**src/rtl/spr_pkg.sv**
```systemverilog
`default_nettype none
// ============================================================================
// Sprite pixel renderer package
// Shared types and codes for the sprite pixel renderer.
// ============================================================================
package spr_pkg;

  localparam int RamAddrWidth = 16;
  localparam int RamDataWidth = 16;
  localparam int PosWidth     = 9;

  // Request opcodes
  localparam logic OP_WRITE = 1'b0;
  localparam logic OP_DRAW  = 1'b1;

  // Configuration register indexes
  localparam logic REG_H_OFFSET = 1'b0;
  localparam logic REG_V_OFFSET = 1'b1;

  // Rotate and flip modes, attr_word bits 14:12
  localparam logic [2:0] ROT_NONE      = 3'd0;
  localparam logic [2:0] ROT_FLIP_V    = 3'd1;
  localparam logic [2:0] ROT_FLIP_H    = 3'd2;
  localparam logic [2:0] ROT_FLIP_HV   = 3'd3;
  localparam logic [2:0] ROT_SWAP      = 3'd4;
  localparam logic [2:0] ROT_SWAP_V    = 3'd5;
  localparam logic [2:0] ROT_SWAP_H    = 3'd6;
  localparam logic [2:0] ROT_SWAP_HV   = 3'd7;

  // Lowest visible row
  localparam logic [PosWidth-1:0] MinRow = 9'd2;

  typedef enum logic [1:0] {
    ST_IDLE,
    ST_PIXEL,
    ST_COLOUR
  } spr_state_t;

  // Result of the geometry stage for one draw request
  typedef struct packed {
    logic                    visible;
    logic                    palette_mode;
    logic                    spys;
    logic [RamAddrWidth-1:0] vram_addr;
    logic [RamAddrWidth-1:0] fetch_addr;
    logic [11:0]             pal_index;
    logic [1:0]              nibble;
  } spr_geom_t;

endpackage
`default_nettype wire

```
**src/rtl/spr_geom.sv**
```systemverilog
`default_nettype none
// ============================================================================
// Sprite geometry
// Offset, rotate, shrink, wrap and clip of one pattern pixel, plus the
// address of the first sprite RAM fetch.
// ============================================================================
module spr_geom
  import spr_pkg::*;
(
  input  wire logic [15:0]         pos_x_word,
  input  wire logic [15:0]         pos_y_word,
  input  wire logic [15:0]         attr_word,
  input  wire logic [15:0]         palette_word,
  input  wire logic [3:0]          pat_x,
  input  wire logic [3:0]          pat_y,
  input  wire logic [PosWidth-1:0] h_offset,
  input  wire logic [PosWidth-1:0] v_offset,
  output      spr_geom_t           geom
);

  logic [PosWidth-1:0] base_x;
  logic [PosWidth-1:0] base_y;
  logic [3:0]          rot_x;
  logic [3:0]          rot_y;
  logic [3:0]          dx;
  logic [3:0]          dy;
  logic [PosWidth-1:0] sx;
  logic [PosWidth-1:0] sy;

  always_comb begin
    base_x = pos_x_word[PosWidth-1:0];
    base_y = pos_y_word[PosWidth-1:0];
    if (attr_word[15]) begin
      base_x = base_x + h_offset;
      base_y = base_y + v_offset;
    end
  end

  always_comb begin
    unique case (attr_word[14:12])
      ROT_NONE:    begin rot_x = pat_x;  rot_y = pat_y;  end
      ROT_FLIP_V:  begin rot_x = pat_x;  rot_y = ~pat_y; end
      ROT_FLIP_H:  begin rot_x = ~pat_x; rot_y = pat_y;  end
      ROT_FLIP_HV: begin rot_x = ~pat_x; rot_y = ~pat_y; end
      ROT_SWAP:    begin rot_x = pat_y;  rot_y = pat_x;  end
      ROT_SWAP_V:  begin rot_x = pat_y;  rot_y = ~pat_x; end
      ROT_SWAP_H:  begin rot_x = ~pat_y; rot_y = pat_x;  end
      ROT_SWAP_HV: begin rot_x = ~pat_y; rot_y = ~pat_x; end
      default:     begin rot_x = pat_x;  rot_y = pat_y;  end
    endcase
  end

  // Half-size shrinks act after the rotate.
  assign dx = attr_word[10] ? {1'b0, rot_x[3:1]} : rot_x;
  assign dy = attr_word[11] ? {1'b0, rot_y[3:1]} : rot_y;

  assign sx = base_x + {5'd0, dx};
  assign sy = base_y + {5'd0, dy};

  always_comb begin
    geom.visible      = !palette_word[13] && !sx[8] && !sy[8] && (sy >= MinRow);
    geom.palette_mode = palette_word[15];
    geom.spys         = palette_word[12];
    geom.vram_addr    = {sy[7:0], sx[7:0]};
    geom.pal_index    = palette_word[11:0];
    geom.nibble       = pat_x[1:0];
    if (palette_word[15]) begin
      // Four pixels per word, 64 words per pattern.
      geom.fetch_addr = {attr_word[9:0], pat_y, pat_x[3:2]};
    end else begin
      // One colour per word, 256 words over four pattern slots.
      geom.fetch_addr = {attr_word[9:2], pat_y, pat_x};
    end
  end

endmodule
`default_nettype wire

```
**config.mk**
```make
export PLATFORM = sky130hd
export DESIGN_NAME = spr_geom
export DESIGN_NICKNAME = d
export VERILOG_FILES = /design/src/rtl/spr_pkg.sv /design/src/rtl/spr_geom.sv
export SDC_FILE = /design/constraint.sdc
export NUM_CORES = 1
export LEC_CHECK = 0
export BUFFER_PORTS_ARGS = -buffer_cell sky130_fd_sc_hd__buf_2
export CAP_MARGIN = 20
export CORE_ASPECT_RATIO = 1.5
export CORE_MARGIN = 2
export CORE_UTILIZATION = 40
export DETAILED_ROUTE_END_ITERATION = 8
export PLACE_DENSITY = 0.9
export SLEW_MARGIN = 20
export SYNTH_ARGS = -nofsm -noshare
export SYNTH_HDL_FRONTEND = slang
export SYNTH_SLANG_ARGS = --single-unit
```
**constraint.sdc**
```tcl
create_clock -name vclk -period 5.45
set_clock_uncertainty 0.15 [all_clocks]
set_input_delay 0.8175 -clock vclk [all_inputs]
set_output_delay 0.8175 -clock vclk [all_outputs]
set_load 0.01 [all_outputs]
```
# Word-level counts from Yosys, hierarchy flattened
# Cells that the tools add are included.
dict set report word_totals {
  regBits 0
  out_inout_bits 49
  input_bits 90
  word_cells 36
}
dict set report op_classes {
  n_lt_le_gt_ge 1
  muxes 7
  eq_ne 7
  add_sub_neg 4
  reduce_logical 15
  n_bitwise 2
}
# cell n
set op_table {}
lappend op_table {{case mux 4 bit (4 select lines)} 2}
lappend op_table {{adder 9 x 4 -> 9 bit} 2}
lappend op_table {{adder 9 bit} 2}
lappend op_table {{2-to-1 mux 9 bit} 2}
lappend op_table {{OR reduction 2 bit} 8}
lappend op_table {{== test 3 bit, second input constant} 4}
lappend op_table {{greater-or-equal comparator 9 x 2 -> 1 bit, second input constant} 1}
lappend op_table {{2-to-1 mux 4 bit} 2}
lappend op_table {{2-to-1 mux 8 bit} 1}
lappend op_table {{inverter 4 bit} 2}
lappend op_table {{== test 3 x 2 -> 1 bit, second input constant} 2}
lappend op_table {{== test 3 x 1 -> 1 bit, second input constant} 1}
lappend op_table {{logical AND 1 bit} 3}
lappend op_table {{zero test 1 bit} 3}
lappend op_table {{zero test 3 bit} 1}

# Depth between registers and ports, before layout
# Gate-level depths: netlist of the first run.
dict set report logic_depth {
  ltp_word 9
  depth_mapped 16
}

# Least setup slack after synthesis of the first run
# OpenSTA, ideal clock, no wires.
dict set report synth_timing {
  kind {input-to-output}
  startpoint {input attr_word[14]}
  endpoint {output geom[48] (netlist bit)}
  cell_stages 14
  setup_slack_ns 0.007
  arrival_time_ns 4.476
  t_required_ns 4.483
  path_buffers 1
  cell_sequence {clkbuf_1 -> mux4_2 -> xor2_1 -> ha_1 -> inv_1 -> fa_1 -> nor2b_1 -> o21ai_0 -> nand2b_1 -> or3b_1 -> a2111oi_2 -> xor2_1 -> or4b_1 -> a311oi_1}
}
# item line
set synth_rtl {}
lappend synth_rtl {{start, declared} spr_geom.sv:12} ;# input wire logic [15:0] attr_word,
lappend synth_rtl {{end, declared} spr_geom.sv:18} ;# output spr_geom_t geom

==> metrics.md, run 1 <==
| Metric | Value |
|---|---|
| Top-Level Pins | 139 |
| Cts hold-fix bufs | 0 |
| Sequential cell count | 0 |
| Final period utilization | 95.9% |
| Core Area | 0.00489 mm^2 |
| Share of layout cells above drive strength 1 | 39.8% |
| Most frequent cells after synthesis | buf_4, ha_1, inv_1 |
| Post-Syn Instances | 248 |
| Clock power share | 0% |
| Setup ws final | 0.226 ns |
| Largest net degree at the start of global routing | 29 |
| Sequential cell area fraction in the yosys report | 0% |
| Critical-path maximum fanout | 3 |
| WP data arrival | 4.26 ns |
| Initial antenna violation count | 0 |
| Area delta synth->final | 16.4% |
| NetSw | 0.187 mW |
| Post-route cell area | 0.00238 mm^2 |
| Yosys Warn Count | 0 |
| Wire length on met3 | 256 um |
| Top post-synthesis cells by area | ha_1, buf_4, mux2_2 |
| Yosys cell types | 57 |
| Crit path to | geom[48] |
| Pre-CTS WS | -0.0186 ns |
| Peak VDD IR | 0.0881 mV |
| Power per cell area | 147 mW/mm^2 |
| Nature of the critical path startpoint | input pin |
| Placer Congestion | 0.847 |
| Hpwl dp | 4110 um |
| Hold depth | 0 |
| DR WL met2 | 2650 um |
| Sw Share | 53.4% |
| Combinational power share | 100.0% |
| All-Layer GR Usage | 15.6% |
| Crit. End Element | output port |
| Vias | 2025 |
| Final Max Slew Viols | 0 |
| Fmax achieved | 0.191 GHz |
| Rows | 31 |
| Final WL | 4820 um |
| Net total in the final layout | 424 |
| Share of the synthesized area in the top cell type | 14.7% |
| Synth Cell Area | 0.00204 mm^2 |
| Area leader, netlist | ha_1 |
| Worst EP required | 4.48 ns |
| Layout fillers | 502 |
| Syn_area_per_cell | 8.23 um^2 |
| Seq pwr share | 0% |
| Remaining DRCs | 0 |
| Total grt overflow | 0 |
| Vias per cell | 5.47 |
| Vias in the first global route | 1911 |
| Status | finished clean |
| Static Leak | 1.12 nW |
| Placed instance area | 0.00233 mm^2 |
| Worst Hold Class | input pin to output port |
| M1 WL | 1850 um |
| RSZ-0062 raised after global routing | false |
| # diodes | 0 |
| # setup viols final | 0 |
| Synthesized net count | 366 |
| Initial Util | 41.8% |
| First-pass GRT wire length | 7770 um |
| Clkbuf count | 0 |
| Die X | 62.3 um |
| Final Util | 48.6% |
| Least-Margin Pin Slew | 0.417 ns |
| Setup Crit Path Kind | input pin to output port |
| Port bufs | 82 |
| CP Launch Point | pos_y_word[0] |
| First DRT Iteration DRCs | 102 |
| TritonRoute pass-1 iters | 4 |
| Max_cap viols | 0 |
| Wire length per cell | 13.0 um |
| Design Power | 0.350 mW |
| Post-route setup TNS | 0 ns |
| Highest Signal Layer | met4 |
| Normalized max-slew margin | 71.9% |
| Antenna-violating nets left | 0 |
| P_int | 0.163 mW |
| Crit path time final | 5.22 ns |
| Die H | 91.5 um |
| Die area | 0.00570 mm^2 |
| Final hold viol count | 0 |
| Reg area | 0 um^2 |
[through the flow]
stage,std cells,hold slack (ns)
after floorplan,248,1.53
after global placement,369,1.49
after detailed placement,369,1.49
after CTS,369,1.49
after global routing,370,1.49
final,370,1.49
[critical path, cell delays in order]
cell and delay (ns):
buf_2 0.09, ha_2 0.19, inv_1 0.06, fa_1 0.40
xnor2_1 0.14, mux2_2 0.28, ha_4 0.28, nor2b_1 0.12
o21ai_0 0.08, nand2b_1 0.11, or3b_4 0.42, a2111oi_4 0.23
xor2_1 0.13, or4b_1 0.53, a311oi_1 0.21, buf_2 0.17
[metal layers]
layer  track usage, %  vias to the layer above
li1                 -                     1001
met1             17.0                      939
met2             32.5                       73
met3            0.867                       12
met4             2.41                        0
met5                0                        -
[how the worst min path moves through the flow]
stage,from,to,slack (ns)
2_1_floorplan,palette_word[13],geom[48],1.53
5_1_grt,palette_word[9],geom[11],1.49
6_report,palette_word[9],geom[11],1.49
4_1_cts,attr_word[9],geom[29],1.49
3_5_place_dp,attr_word[9],geom[29],1.49
3_3_place_gp,attr_word[9],geom[29],1.49
[layout by cell type (no fill, tap or decap), drive strengths merged, types with 10 or more instances in the layout]
cell type | netlist | layout
ha | 24 | 24
o21ai | 11 | 11
nor2b | 10 | 10
mux2 | 15 | 15
nor2 | 11 | 11
xor2 | 13 | 13
xnor2 | 14 | 14
inv | 19 | 19
nand2 | 11 | 11
buf | 27 | 85
a21oi | 13 | 13
[final cells by class]
type	count	area, um^2	area share [%]
multi-input combinational	199	1780	74.9
timing repair buffer	86	443	18.6
tap	66	82.6	3.47
inverter	19	71.3	3.00
[logic make-up (layout without fill, tap and decap cells)]
logic type | count (synthesis) | in the layout | share of synthesized area (%)
XOR/XNOR | 28 | 28 | 12.7
adder cells (fa/ha/maj) | 28 | 28 | 18.6
AND/OR/NAND/NOR | 62 | 62 | 18.3
AO/OA/AOI/OAI | 59 | 59 | 21.4
multiplexers | 22 | 22 | 14.2
buffers and inverters | 49 | 105 | 14.7
[power groups by stage]
stage	registers (mW)	logic (mW)	clock network, mW
final	0	0.350	0
after global placement	0	0.331	0
after CTS	0	0.343	0
after global routing	0	0.387	0
after detailed placement	0	0.341	0
after floorplan	0	0.250	0
[repair_timing]
action	CTS	global route
setup endpoints to repair	1	1
setup buffers	0	1
gates resized for setup	1	7
pin swaps	0	2
hold endpoints to repair	0	0
Note: power is estimated with default switching activity, not from simulation.
==> run 2: changes to the inputs <==
==> constraint.sdc (replaced) <==
create_clock -name vclk -period 5.45
set_clock_uncertainty 0.15 [all_clocks]
set_input_delay 0.545 -clock vclk [all_inputs]
set_output_delay 0.545 -clock vclk [all_outputs]
set_load 0.01 [all_outputs]
==> run 2 against run 1 <==
First-iteration DRC count is 29% lower. Count of clock-buffer cells in the layout stayed put. Flip-flop and latch count stayed put. Highest routed layer unchanged. Largest power group unchanged. Non-clock buffer count is 3 lower. Power is 2.8% lower. Via count is 0.15% lower. Wire length is 0.87% lower. Worst hold slack worse by 0.54 ns.
==> metrics.md, run 2 (synthesis results as in run 1) <==
| Metric | Value |
|---|---|
| Static Leak | 1.11 nW (was 1.12 nW) |
| Initial Util | 41.8% (unchanged) |
| Most frequent cells in the layout | buf_2, ha_1, inv_1 (unchanged) |
| Sequential cell count | 0 (unchanged) |
| # diodes | 0 (unchanged) |
| Die X | 62.3 um (unchanged) |
| Die area | 0.00570 mm^2 (unchanged) |
| Reg area | 0 um^2 (unchanged) |
| Antenna-violating nets left | 0 (unchanged) |
| Layout fillers | 522 (was 502) |
| Most common cell after layout, fill and taps aside | buf_2 (unchanged) |
| Crit path time final | 4.88 ns (was 5.22 ns) |
| Initial antenna violation count | 0 (unchanged) |
| Rows | 31 (unchanged) |
| Number of setup buffers added after CTS | 0 (unchanged) |
| Port bufs | 82 (unchanged) |
| TritonRoute pass-1 iters | 6 (was 4) |
| Worst Hold Class | input pin to output port (unchanged) |
| Area of the multi-input gates | 0.00174 mm^2 (was 0.00178 mm^2) |
| Net total in the final layout | 421 (was 424) |
| Nature of the critical path startpoint | input pin (unchanged) |
| Peak VDD IR | 0.0791 mV (was 0.0881 mV) |
| Final period utilization | 89.5% (was 95.9%) |
| Crit. End Element | output port (unchanged) |
| Top-Level Pins | 139 (unchanged) |
| Least-Margin Pin Slew | 0.438 ns (was 0.417 ns) |
| Vias | 2022 (was 2025) |
| Share of layout cells above drive strength 1 | 37.2% (was 39.8%) |
| Clkbuf count | 0 (unchanged) |
| Placer Congestion | 0.847 (about the same) |
| Final hold viol count | 0 (unchanged) |
| Die H | 91.5 um (unchanged) |
| Slowest stage cell, crit path | mux4_2 (was or4b_1) |
| Final Max Slew Viols | 0 (unchanged) |
| Post-route setup TNS | 0 ns (unchanged) |
| Fmax achieved | 0.205 GHz (was 0.191 GHz) |
| Critical Path Max Stage Delay | 0.55 ns (was 0.53 ns) |
| Normalized max-slew margin | 70.6% (was 71.9%) |
| RSZ-0062 raised after global routing | false (unchanged) |
| Core Area | 0.00489 mm^2 (unchanged) |
| First DRT Iteration DRCs | 72 (was 102) |
| Area delta synth->final | 13.3% (was 16.4%) |
| Vias per cell | 5.51 (was 5.47) |
| Worst EP required | 4.76 ns (was 4.48 ns) |
| Design Power | 0.340 mW (was 0.350 mW) |
| Setup Crit Path Kind | input pin to output port (unchanged) |
| Largest net degree at the start of global routing | 38 (was 29) |
| Critical-path maximum fanout | 8 (was 3) |
| All-Layer GR Usage | 15.6% (about the same) |
| Cts hold-fix bufs | 0 (unchanged) |
| Power per cell area | 147 mW/mm^2 (about the same) |
| Total grt overflow | 0 (unchanged) |
| Final WL | 4780 um (was 4820 um) |
| WP data arrival | 4.18 ns (was 4.26 ns) |
| Vias in the first global route | 1955 (was 1911) |
| Remaining DRCs | 0 (unchanged) |
| Status | finished clean (unchanged) |
| Hpwl dp | 4120 um (was 4110 um) |
| Wire length per cell | 13.0 um (about the same) |
| First-pass GRT wire length | 7800 um (was 7770 um) |
| # setup viols final | 0 (unchanged) |
| Max_cap viols | 0 (unchanged) |
| Cts repair resizes | 0 (was 1) |
| Critical Path, Cell by Cell | buf_2 -> mux4_2 -> xor2_1 -> ha_1 -> inv_1 -> fa_1 -> nor2b_1 -> o21ai_0 -> nand2b_1 -> or3b_1 -> a2111oi_2 -> xor2_1 -> or4b_1 -> a311oi_1 -> buf_2 (was buf_2 -> ha_2 -> inv_1 -> fa_1 -> xnor2_1 -> mux2_2 -> ha_4 -> nor2b_1 -> o21ai_0 -> nand2b_1 -> or3b_4 -> a2111oi_4 -> xor2_1 -> or4b_1 -> a311oi_1 -> buf_2) |
run 2: final timing paths:
path        to  cells past startpoint             from  slack, ns
max   geom[48]                     15    attr_word[14]       0.57
min   geom[11]                      0  palette_word[9]       0.94
run 2: power breakdown:
part           internal, mW  switching (mW)  total, mW
logic                 0.156           0.184      0.340
clock network             0               0          0
registers                 0               0          0
run 2: worst max-delay path, delay by kind of cell:
family          cells  cell delay [ns]
compound gates      3             0.58
xor+xnor            2             0.31
fa+ha+maj           2             0.58
buf+inv             3             0.45
mux                 1             0.55
simple gates        4             1.17
run 2: metrics by stage:
| stage | cells | setup slack [ns] | instance area (um^2) | hold WS (ns) | utilization [%] |
|---|---|---|---|---|---|
| finish | 367 | 0.573 | 2310 | 0.940 | 47.3 |
| global route | 367 | 0.316 | 2310 | 0.940 | 47.3 |
| CTS | 367 | 0.540 | 2310 | 0.940 | 47.3 |
| detailed placement | 367 | 0.548 | 2310 | 0.940 | 47.3 |
| global placement | 367 | 0.590 | 2310 | 0.940 | 47.3 |
| floorplan | 248 | 0.552 | 2040 | 0.986 | - |
run 2: per-layer routing:
metal  track usage (%)  up-vias  share of wire [%]
li1                  -      993                  -
met1              16.3      936                 38
met2              32.5       77                 53
met3              1.24       16                6.4
met4              3.89        0                2.2
met5                 0        -                  0
run 2: layout make-up:
type,count,area share (%)
multi-input combinational,199,75.3
timing repair buffer,83,18.1
tap,66,3.57
inverter,19,3.08
